==> src/rtl/sac_ram.sv <==
// Generic simple dual-port RAM: one write port, one read port, registered read.
// No dependencies.
module sac_ram #(
	parameter int WIDTH = 32,
	parameter int DEPTH = 64,
	localparam int AW = (DEPTH > 1) ? $clog2(DEPTH) : 1
) (
	input  logic             clk,
	input  logic             we,
	input  logic [AW-1:0]    waddr,
	input  logic [WIDTH-1:0] wdata,
	input  logic [AW-1:0]    raddr,
	output logic [WIDTH-1:0] rdata
);

	logic [WIDTH-1:0] mem [DEPTH];

	// Write port and registered read port
	always_ff @(posedge clk) begin
		if (we) begin
			mem[waddr] <= wdata;
		end
		rdata <= mem[raddr];
	end

endmodule

==> config.mk <==
export PLATFORM = sky130hd
export DESIGN_NAME = sac_ram
export DESIGN_NICKNAME = d
export VERILOG_FILES = /design/src/rtl/sac_ram.sv
export SDC_FILE = /design/constraint.sdc
export NUM_CORES = 2
export LEC_CHECK = 0
export BUFFER_PORTS_ARGS = -buffer_cell sky130_fd_sc_hd__clkbuf_2
export CORE_MARGIN = 8
export CORE_UTILIZATION = 40
export CTS_CLUSTER_SIZE = 40
export DETAILED_ROUTE_END_ITERATION = 8
export GPL_TIMING_DRIVEN = 0
export PLACE_DENSITY_LB_ADDON = 0.25
export SLEW_MARGIN = 25
export SYNTH_ARGS = -nofsm -noshare
export SYNTH_HDL_FRONTEND = slang
export SYNTH_SLANG_ARGS = --single-unit
==> constraint.sdc <==
create_clock -name clk -period 6.64 [get_ports clk]
set_input_delay 0 -clock clk [delete_from_list [all_inputs] [get_ports clk]]
set_output_delay 0 -clock clk [all_outputs]
set_load 0.01 [all_outputs]
==> flow_metrics.env <==
export IMPL_status="completed"
export IMPL_post_route_period_util_pct=63.2
export IMPL_tritoncts_clock_tree="done"
export IMPL_share_of_the_synthesized_area_in_the_top_cell_type_pct=78.3
export IMPL_synth_cell_area_um2=78500
export IMPL_max_cap_viol_count=0
export IMPL_initial_core_util_pct=40.3
export IMPL_hpwl_um=163000
export IMPL_worst_slew_margin_relative_to_its_limit_pct=22.7
export IMPL_placed_cell_area_um2=86200
export IMPL_fraction_of_layout_instances_using_a_drive_strength_above_1_pct=30.8
export IMPL_power_internal_uw=21500
export IMPL_vias_per_cell=6.00
export IMPL_capturing_element_type_of_the_critical_path="flop"
export IMPL_via_count=39524
export IMPL_comb_power_share_pct=5.7
export IMPL_place_congestion=0.828
export IMPL_layout_setup_ws_ps=2440
export IMPL_globalRoute_totalOverflow=0
export IMPL_power_per_cell_area_nw_per_um2=295
export IMPL_mapped_cells=3324
export IMPL_grt_setup_unrepaired="no"
export IMPL_grt_util_met3_pct=5.10
export IMPL_max_freq_mhz=238
export IMPL_numCtsBuffers=207
export IMPL_clk_transition_reported_paths_ps=60
export IMPL_drt_wl_total_um=243000
export IMPL_worst_pin_slew_ps=1160
export IMPL_port_buffer_count=69
export IMPL_ant_nets=0
export IMPL_dr_iter_0_viols=5479
export IMPL_synth_cell_type_count=34
export IMPL_grt_met2_usage_pct=36.1
export IMPL_grt_busiest_layer="met2"
export IMPL_die_height_um=459
export IMPL_ctsResizeCount=0
export IMPL_groute_usage_overall_pct=22.7
export IMPL_clock_power_share_pct=41.2
export IMPL_post_drt_wl_per_cell_um=37.0
export IMPL_insertion_delay_ps=830
export IMPL_portion_of_the_post_synthesis_area_used_by_sequential_elements_pct=79.1
export IMPL_drt_pre_antenna_iters=5
export IMPL_clk_root_buffer_cell="sky130_fd_sc_hd__clkbuf_16"
export IMPL_grt_use_met1_pct=31.2
export IMPL_category_of_the_worst_setup_path_launch_point="primary input"
export IMPL_ctsLongestPathBuffers=3
export IMPL_tns_ps=0
export IMPL_core_region_area_um2=195000
export IMPL_layout_cells_most_common_list="sky130_fd_sc_hd__edfxtp_1, sky130_fd_sc_hd__mux4_2, sky130_fd_sc_hd__clkbuf_16"
export IMPL_synth_area_leader_cell="sky130_fd_sc_hd__edfxtp_1"
export IMPL_timing_hold_ws_ps=82.3
export IMPL_power_sequential_fraction_pct=53.1
export IMPL_postSynthNetCount=3370
export IMPL_grt_pass1_wl_um=330000
export IMPL_yosys_warnings=0
export IMPL_timing_final_max_slew_violations=0
export IMPL_rows=162
export IMPL_finalInstanceArea_um2=93000
export IMPL_dpl_worst_slack_ps=1680
export IMPL_final_setup_fails=0
export IMPL_pin_count_of_the_biggest_net_entering_global_routing=65
export IMPL_cts_num_sinks=2080
export IMPL_synth_seq_cells=2080
export IMPL_design_die_area_um2=211000
export IMPL_power_ir_vdd_worst_mv=0.293
export IMPL_netlist_top_cells_area="sky130_fd_sc_hd__edfxtp_1, sky130_fd_sc_hd__mux4_2, sky130_fd_sc_hd__mux2i_1, sky130_fd_sc_hd__dfxtp_1, sky130_fd_sc_hd__o22ai_1"
export IMPL_synthToLayoutAreaGrowth_pct=18.5
export IMPL_total_switching_power_uw=5950
export IMPL_placedCellCount=6172
export IMPL_number_of_top_level_pins=78
export IMPL_layout_commonest_cell="sky130_fd_sc_hd__edfxtp_1"
export IMPL_initial_antenna_violation_count=16
export IMPL_drt_drc_violations_left=0
export IMPL_final_hold_viol_count=0
export IMPL_critPathArrivalTime_ps=4810
export IMPL_grt_pass1_vias=38836
export IMPL_synth_avg_cell_area_um2=23.6
export IMPL_layout_nets=3838
export IMPL_final_min_clock_period_ps=4200
export IMPL_hp_class="in -> reg"
export IMPL_switching_share_pct=21.7
export IMPL_worstPathRequired_ps=7260
export IMPL_finalClockSkew_ps=30.6
export IMPL_final_cell_count_no_fill=6586
export IMPL_die_width_um=459
export IMPL_cellLeakagePower_uw=0.0290
export IMPL_critPathMaxFanout=10
export IMPL_path_class="in -> reg"
export IMPL_cts_htree_levels=4
==> worst max-delay path, stage by stage <==
cell and delay, ps:
sky130_fd_sc_hd__buf_2 480, sky130_fd_sc_hd__buf_2 500, sky130_fd_sc_hd__buf_2 420, sky130_fd_sc_hd__clkbuf_1 740
sky130_fd_sc_hd__buf_2 580, sky130_fd_sc_hd__mux2i_1 220, sky130_fd_sc_hd__a21oi_1 710, sky130_fd_sc_hd__a21oi_1 310
sky130_fd_sc_hd__nor2_1 760
==> synth_stat cells <==
library cell and count:
sky130_fd_sc_hd__or2_0 1, sky130_fd_sc_hd__a31oi_1 1, sky130_fd_sc_hd__buf_2 57, sky130_fd_sc_hd__nand2_1 26, sky130_fd_sc_hd__a21oi_1 62, sky130_fd_sc_hd__clkbuf_1 74, sky130_fd_sc_hd__dfxtp_1 32, sky130_fd_sc_hd__buf_6 5
sky130_fd_sc_hd__o32ai_1 4, sky130_fd_sc_hd__nand4_1 2, sky130_fd_sc_hd__nor3_1 7, sky130_fd_sc_hd__or3_1 3, sky130_fd_sc_hd__nor2b_1 15, sky130_fd_sc_hd__or3b_1 2, sky130_fd_sc_hd__o221ai_1 27, sky130_fd_sc_hd__mux2i_1 93
sky130_fd_sc_hd__a22oi_1 12, sky130_fd_sc_hd__or2_1 1, sky130_fd_sc_hd__a311oi_1 8, sky130_fd_sc_hd__nand4b_1 1, sky130_fd_sc_hd__and3_1 4, sky130_fd_sc_hd__mux4_2 544, sky130_fd_sc_hd__nand2b_1 8, sky130_fd_sc_hd__buf_1 21
sky130_fd_sc_hd__edfxtp_1 2048, sky130_fd_sc_hd__a41o_1 4, sky130_fd_sc_hd__or2_2 1, sky130_fd_sc_hd__or3b_2 3, sky130_fd_sc_hd__buf_4 25, sky130_fd_sc_hd__nand3b_1 5, sky130_fd_sc_hd__nor2_1 137, sky130_fd_sc_hd__o22ai_1 84
sky130_fd_sc_hd__and2_1 2, sky130_fd_sc_hd__nand3_1 5
==> cell type report <==
cell class                 instances  area (um2)
clock buffer                     270        5610
antenna                            6        15.0
fill                           15742      102000
timing repair buffer             259        4250
sequential                      2080       62100
multi-input combinational       1062       16000
buffer                           182         911
tap                             2624        3280
clock inverter                   103         828
==> stage by stage <==
stage | power [uW] | utilization (%)
floorplan | 15600 | -
global placement | 16300 | 42.1
detailed placement | 16400 | 44.2
CTS | 27500 | 47.7
global route | 28100 | 47.7
finish | 27400 | 47.7
==> logic make-up (layout without fill, tap and decap cells) <==
kind of cell / count (synthesis) / after routing / synth area share, %
multiplexers: 637 / 637 / 16.8
buffers and inverters: 182 / 814 / 1.13
flip-flops: 2080 / 2080 / 79.1
AO/OA/AOI/OAI: 202 / 202 / 1.67
AND/OR/NAND/NOR: 223 / 223 / 1.27
other: 0 / 6 / 0
==> path summary, 6_finish.rpt <==
path | cells past startpoint | start | end | slack, ps
setup / recovery | 9 | raddr[1] | rdata[11] | 2440
hold / removal | 3 | waddr[0] | mem[55][10] | 80
setup reg to reg | 4 | mem[30][1] | rdata[1] | 3850
hold reg to reg | 5 | mem[61][29] | rdata[29] | 1010
==> state kept, by name, summed over array words and instances, names as in the netlist <==
register,cells
mem,2048
rdata,32
==> power by group through the flow <==
stage / combinational, uW / clock (uW) / sequential [uW]
2_1_floorplan: 707 / 0 / 14900
4_1_cts: 1560 / 11400 / 14600
5_1_grt: 1620 / 11900 / 14600
3_5_place_dp: 1540 / 0 / 14800
6_report: 1570 / 11300 / 14600
3_3_place_gp: 1460 / 0 / 14900
==> repair_timing <==
item | 4_1_cts | 5_1_grt
buffers inserted | 0 | 0
endpoints found under the setup margin | 0 | 0
hold buffers | 35 | 0
hold endpoints to repair | 1750 | 0
==> per-layer routing <==
metal,vias up,wire length (um)
li1,15227,-
met1,21516,94400
met2,2365,115000
met3,410,24700
met4,6,8950
met5,-,35
Power figures use the tool's default switching activity.
