[src/rtl/sac_pkg.sv]
// Shared types and fixed field widths of the set-associative cache tag store.
// No dependencies.
package sac_pkg;

	// Port field widths
	localparam int SET_IDX_W = 6;
	localparam int TAG_IN_W  = 32;
	localparam int WAY_OUT_W = 2;
	localparam int CNT_OUT_W = 32;
	localparam int CFG_W     = 3;
	// Internal width of the ways-in-use register, holds up to 16 ways
	localparam int WAYS_REG_W = 5;
	// Way number width inside the lookup result, covers up to 16 ways
	localparam int WAY_IDX_W  = 4;

	// Controller states
	typedef enum logic [2:0] {
		ST_CLEAR = 3'b001,
		ST_IDLE  = 3'b010,
		ST_LOOK  = 3'b100
	} state_t;

	// Lookup decision handed from the compare logic to the controller
	typedef struct packed {
		logic                 hit;
		logic                 fill;
		logic [WAY_IDX_W-1:0] way;
	} lkp_res_t;

endpackage

[src/rtl/sac_lookup.sv]
// Tag compare and replacement decision for one set read from the RAMs.
// Depends on sac_pkg.
module sac_lookup #(
	parameter int NUM_WAYS = 4,
	parameter int TAG_BITS = 32,
	parameter int CNT_W    = 3,
	parameter int WAY_W    = 2
) (
	input  logic [sac_pkg::WAYS_REG_W-1:0] ways_cfg,
	input  logic [NUM_WAYS*TAG_BITS-1:0]   set_tags,
	input  logic [TAG_BITS-1:0]            key,
	input  logic [CNT_W-1:0]               filled,
	input  logic [WAY_W-1:0]               recent,
	output sac_pkg::lkp_res_t              res
);

	localparam logic [sac_pkg::WAYS_REG_W-1:0] NW_MAX = sac_pkg::WAYS_REG_W'(NUM_WAYS);

	logic [sac_pkg::WAYS_REG_W-1:0] nw;
	logic [sac_pkg::WAYS_REG_W-1:0] filled_x;
	logic [sac_pkg::WAYS_REG_W-1:0] limit;

	// Effective way count: zero acts as one, clamp to the built ways
	always_comb begin
		if (ways_cfg == '0) begin
			nw = sac_pkg::WAYS_REG_W'(1);
		end else if (ways_cfg > NW_MAX) begin
			nw = NW_MAX;
		end else begin
			nw = ways_cfg;
		end
		filled_x = sac_pkg::WAYS_REG_W'(filled);
		limit    = (filled_x < nw) ? filled_x : nw;
	end

	// Lowest matching filled way wins; otherwise pick fill or replace way
	always_comb begin
		res = '0;
		for (int w = NUM_WAYS - 1; w >= 0; w--) begin
			if ((sac_pkg::WAYS_REG_W'(w) < limit) &&
			    (set_tags[w*TAG_BITS +: TAG_BITS] == key)) begin
				res.hit = 1'b1;
				res.way = sac_pkg::WAY_IDX_W'(w);
			end
		end
		if (!res.hit) begin
			if (filled_x < nw) begin
				res.fill = 1'b1;
				res.way  = sac_pkg::WAY_IDX_W'(filled);
			end else if (sac_pkg::WAYS_REG_W'(recent) < nw) begin
				res.way = sac_pkg::WAY_IDX_W'(recent);
			end else begin
				res.way = '0;
			end
		end
	end

endmodule

[config.mk]
export PLATFORM = sky130hd
export DESIGN_NAME = sac_lookup
export DESIGN_NICKNAME = d
export VERILOG_FILES = /design/src/rtl/sac_pkg.sv /design/src/rtl/sac_lookup.sv
export SDC_FILE = /design/constraint.sdc
export NUM_CORES = 1
export LEC_CHECK = 0
export BUFFER_PORTS_ARGS = -buffer_cell sky130_fd_sc_hd__buf_4
export CORE_ASPECT_RATIO = 0.9
export CORE_MARGIN = 2
export CORE_UTILIZATION = 37
export DETAILED_ROUTE_END_ITERATION = 12
export PLACE_DENSITY_LB_ADDON = 0.05
export SYNTH_ARGS = -nofsm -noshare
export SYNTH_HDL_FRONTEND = slang
export SYNTH_SLANG_ARGS = --single-unit
[constraint.sdc]
create_clock -name vclk -period 3.7
set_input_delay 0.555 -clock vclk [all_inputs]
set_output_delay 0.555 -clock vclk [all_outputs]
set_load 0.005 [all_outputs]
==> run metrics, run 1 <==
status finished, final reports clean; Worst Setup Start Kind input pin; Final Max Tran Viols 0; drt total wl 7.23 mm; syn nets approximately 380; clkbuf count 0; die height just under 70 um; Max rail drop VDD between 0.00007 and 0.00008 V; max_slew headroom just over 60%; drt initial violations 110; DP Cell Count roughly 450; x dimension of the die between 70 and 80 um; Final Hold Vio Count 0; router iterations before antenna repair 4; Final min period ~3.6 ns; num sequential 0; HP Class in2out; Final Setup Violations 0; DR WL/cell 16.2 um; grt total ovfl 0; initial core utilization a little under two fifths; DP Wirelength approximately 6.5 mm; pwr/cell area ~110 mW/mm^2; largest net degree at the start of global routing 6; DRC viols 0; DP Area between 0.003 and 0.004 mm^2; IO Pins between 150 and 200; initial antenna violation count 0; via count ~2,300; share of cells above drive strength 1 48.8%; Netlist cell types 30; Leak 1.52 nW; Multi-input gate area roughly 0.0017 mm^2; Syn-to-layout area delta 84.2%; # diodes 0; # rows 23; WP data arrival slightly above 3 ns; DR top layer met4; syn_area_per_cell roughly 8 um^2; WL met3 686 um; port bufs 175; core area 0.00440 mm^2; met2 WL 3.52 mm; Period Utilization, post-route 96.9%; Vias/cell 5.10; fillcell total ~400; Seq/Total Area, Yosys 0%; Detail Route Antenna Nets 0; global-route wire length before repair between 10 and 15 mm; Resized cells post-CTS 0; DRT met1 WL between 2 and 3 mm; Setup WS pre-CTS about 0.052 ns; crit path max fanout 5; gr usage total between 20% and 30%; fin worst setup slack around 0.11 ns; Die ar. 0.00510 mm^2; Synth area leader xor2_1; Reg area 0 um^2; Mapped Area roughly 0.0017 mm^2; CP Data Required Time 3.14 ns; slew at the pin closest to its max-slew limit 0.580 ns; max-cap viol count 0; final instance area ~0.0031 mm^2; Synthesis Warnings 0; hold buffers post-CTS 0; Setup Buffers After CTS 0; Final nets 560; Synth Instances 210; Synth top area share 66.7%; Hold Path Cell Cnt 4; Max Freq 279 MHz; vias in the first global route 2,206; synth top area cells xor2_1 67%, nor4_1 13%, nand4_1 3.0%; Crit. End Element output port; crit path kind in2out; RePlAce Congestion between 0.9 and 1; Util after Layout 70.3%; Layout Cells excl Fill around 450
[Yosys cell counts, drive strengths merged]
cell type / n
and4bb: 1
nand2b: 2
a211oi: 3
a221oi: 2
nand4: 8
inv: 2
o21a: 1
or4: 1
o211ai: 1
o21bai: 1
a21oi: 3
and2: 1
nor2: 3
conb: 1
xor2: 128
a32oi: 1
a31o: 1
nor3: 2
nor2b: 2
buf: 1
nor4: 35
ha: 3
o21ai: 2
or3: 2
nand2: 1
or4b: 1
a31oi: 1
[cells in the final DEF (no fill, tap or decap), drive strengths merged, types with 2 or more instances in the layout]
cell      n
or3       2
nor3      2
inv       2
ha        3
o21ai     2
a211oi    3
nor4     35
nor2      3
nor2b     2
nand4     8
a221oi    2
nand2b    2
xor2    128
a21oi     3
buf     176
[cell type report]
type / instances / area share (%)
Timing Repair Buffer: 176 / 42.7
Tap cell: 62 / 2.51
Inverter: 2 / 0.243
Multi-Input combinational cell: 207 / 54.6
[layer usage]
| metal | up-vias | track usage [%] |
|---|---|---|
| met2 | 140 | 50.0 |
| met1 | 1018 | 31.9 |
| met5 | - | 0 |
| met4 | 0 | 7.14 |
| li1 | 1105 | - |
| met3 | 16 | 4.42 |
[final timing paths]
kind	from	endpoint	slack, ns
max	ways_cfg[4]	res[5]	0.11
min	recent[1]	res[1]	1.53
[cells by family after synthesis]
| group | Yosys count | synth area share, % |
|---|---|---|
| adder cells (fa/ha/maj) | 3 | 2.23 |
| AO/OA/AOI/OAI | 16 | 6.93 |
| XOR/XNOR | 128 | 66.7 |
| buffers and inverters | 3 | 0.894 |
| other | 1 | 0.223 |
| AND/OR/NAND/NOR | 59 | 23.0 |
[per-stage QoR]
step	hold WS, ns	TNS [ns]	total power (W)
floorplan	1.29	0	0.000123
global placement	1.52	0	0.000331
detailed placement	1.53	0	0.000336
CTS	1.53	0	0.000338
global route	1.55	-0.0264	0.000370
finish	1.53	0	0.000341
[critical path, cell delays in order]
cell and delay, ns:
buf_4 0.11, or3_4 0.41, inv_2 0.08, nand2_1 0.07, ha_2 0.18, nor2_1 0.08, or4b_4 0.50, a211oi_4 0.26
a211oi_2 0.11, nand2b_4 0.16, or3_1 0.37, buf_4 0.14
[power breakdown]
part / internal [W] / switching, W / total [W]
registers: 0 / 0 / 0
clock network: 0 / 0 / 0
logic: 0.000199 / 0.000142 / 0.000341
total: 0.000199 / 0.000142 / 0.000341
No activity file was read; power rests on OpenSTA's default activity.
==> run 2, diff against run 1 <==
--- a/config.mk
+++ b/config.mk
@@ -6,10 +6,10 @@
 export NUM_CORES = 1
 export LEC_CHECK = 0
 export BUFFER_PORTS_ARGS = -buffer_cell sky130_fd_sc_hd__buf_4
-export CORE_ASPECT_RATIO = 0.9
-export CORE_MARGIN = 2
-export CORE_UTILIZATION = 37
+export CAP_MARGIN = 10
+export CORE_AREA = 2 2 68 70
 export DETAILED_ROUTE_END_ITERATION = 12
+export DIE_AREA = 0 0 70 72
 export PLACE_DENSITY_LB_ADDON = 0.05
 export SYNTH_ARGS = -nofsm -noshare
 export SYNTH_HDL_FRONTEND = slang
==> constraint.sdc (replaced) <==
create_clock -name vclk -period 4.2
set_input_delay 0.63 -clock vclk [all_inputs]
set_output_delay 0.63 -clock vclk [all_outputs]
set_load 0.005 [all_outputs]
==> run 2 against run 1 <==
  * Hold slack gained 0.13 ns
  * Sequential share of layout area did not move
  * Cell area fell by 1.4%
  * Combinational power decreased by 14%
  * Global-route usage decreased by 0.49 points
  * Via count decreased by 2.5%
  * First-iteration DRC count shrank 50%
  * Critical path depth did not move
  * Wire length shrank 4.2%
  * Die area down 1.1%
  * Largest power group unchanged
==> run metrics, run 2 (synthesis gave the netlist of run 1 again) <==
status finished, final reports clean; drt total wl 6.93 mm (-4.2%); Util after Layout 71.6% (+1.3 points); gr usage total 26.5% (-0.49 points); Comb power frac 100.0% (about the same); Pint 0.000173 W (-13%); CP endpoint res[2]; worst-path cell chain buf_4 > or3_4 > inv_1 > nand2_1 > ha_1 > o21ai_0 > nand2b_1 > a211oi_2 > or4_2 > nand2b_4 > and4bb_2 > buf_4; global-route wire length before repair 10.8 mm (+3.9%); IO Pins 176 (unchanged); core area 0.00426 mm^2 (-3.2%); Final Hold Vio Count 0 (unchanged); hold buffers post-CTS 0 (unchanged); worst setup path start ways_cfg[4]; pwr/cell area 96.5 mW/mm^2 (-12%); # diodes 0 (unchanged); DP Wirelength 6.32 mm (-2.5%); Final Setup Violations 0 (unchanged); WP data arrival 3.19 ns (+0.16 ns); DR WL/cell 15.9 um (-1.7%); vias in the first global route 2,277 (+3.2%); RePlAce Congestion 0.895 (-2.7%); Detail Route Antenna Nets 0 (unchanged); die height 72 um (+6.0%); Final nets 559 (-0.18%); CP Data Required Time 3.57 ns (+0.43 ns); P_sw 0.000122 W (-14%); grt total ovfl 0 (unchanged); Final Max Tran Viols 0 (unchanged); Die ar. 0.00504 mm^2 (-1.1%); Worst Setup Start Kind input pin; router iterations before antenna repair 4 (unchanged); Leak 1.51 nW (-0.33%); Period Utilization, post-route 91.0%; Final min period roughly 3.8 ns; unrepaired setup endpoints after global routing no; Reg area 0 um^2 (unchanged); initial antenna violation count 0 (unchanged); Syn-to-layout area delta 81.6%; max-cap viol count 0 (unchanged); Resized cells post-CTS 0 (unchanged); most frequent cells in the layout 175 x buf_4, 128 x xor2_1, 35 x nor4_1; crit path kind in2out; share of cells above drive strength 1 47.7% (-1.2 points); fillcell total 398 (unchanged); Seq pwr share 0% (unchanged); crit path max fanout 5 (unchanged); Setup Buffers After CTS 0 (unchanged); max_slew headroom 66.4% (+5.4 points); Max rail drop VDD 0.0000716 V (-2.5%); Max Freq ~260 MHz; slowest CP cell or4_2; drt initial violations 55 (-50%); via count 2,223 (-2.5%); initial core utilization 39.4% (+1.2 points); Clock power frac 0% (unchanged); net switching share of the total power 41.3% (-0.30 points); port bufs 175 (unchanged); Crit. End Element output port; Vias/cell 5.10 (about the same); commonest non-fill, non-tap cell in the layout buf_4; HP Class in2out; num sequential 0 (unchanged); clkbuf count 0 (unchanged); setup TNS 0 ns (unchanged); # rows 24 (+4.3%); DRC viols 0 (unchanged); Largest stage delay, worst path 0.72 ns (+0.22 ns); Multi-input gate area 0.00167 mm^2 (-1.4%); slew at the pin closest to its max-slew limit 0.500 ns (-0.0806 ns); most used cell, CP buf_4; x dimension of the die 70 um (-6.7%); largest net degree at the start of global routing 6 (unchanged)
[run 2: worst min path at each step]
stage | start | end | cells after the start
5_1_grt | recent[1] | res[1] | 4
3_3_place_gp | recent[1] | res[1] | 4
6_report | recent[1] | res[1] | 4
3_5_place_dp | recent[1] | res[1] | 4
2_1_floorplan | recent[1] | res[1] | 2
4_1_cts | recent[1] | res[1] | 4
[run 2: layout make-up]
type	count	area share [%]
multi-input combinational	207	54.6
timing repair buffer	175	43.1
tap	52	2.13
inverter	2	0.246
[run 2: power by group through the flow]
stage	logic (W)	clock network, W	registers, W
finish	0.000294	0	0
CTS	0.000296	0	0
global route	0.000321	0	0
global placement	0.000290	0	0
floorplan	0.000108	0	0
detailed placement	0.000295	0	0
[run 2: metal layers]
metal,routed length [um],track usage (%)
met2,3730,52.1
met4,84,2.99
met3,488,2.22
met1,2630,32.2
met5,0,0
[run 2: critical path: cells and delay by family]
| family | cells | cell delay (ns) |
|---|---|---|
| adder cells (fa/ha/maj) | 1 | 0.29 |
| AND/OR/NAND/NOR | 6 | 1.72 |
| AO/OA/AOI/OAI | 2 | 0.20 |
| buffers and inverters | 3 | 0.34 |
[run 2: through the flow]
step	std cells	cell area, um^2	worst slack [ns]	power (W)	hold WS (ns)
after floorplan	210	1680	0.760	0.000108	1.44
after global placement	436	3050	0.448	0.000290	1.66
after detailed placement	436	3050	0.400	0.000295	1.66
after CTS	436	3050	0.394	0.000296	1.66
after global routing	436	3050	0.175	0.000321	1.73
final	436	3050	0.376	0.000294	1.66
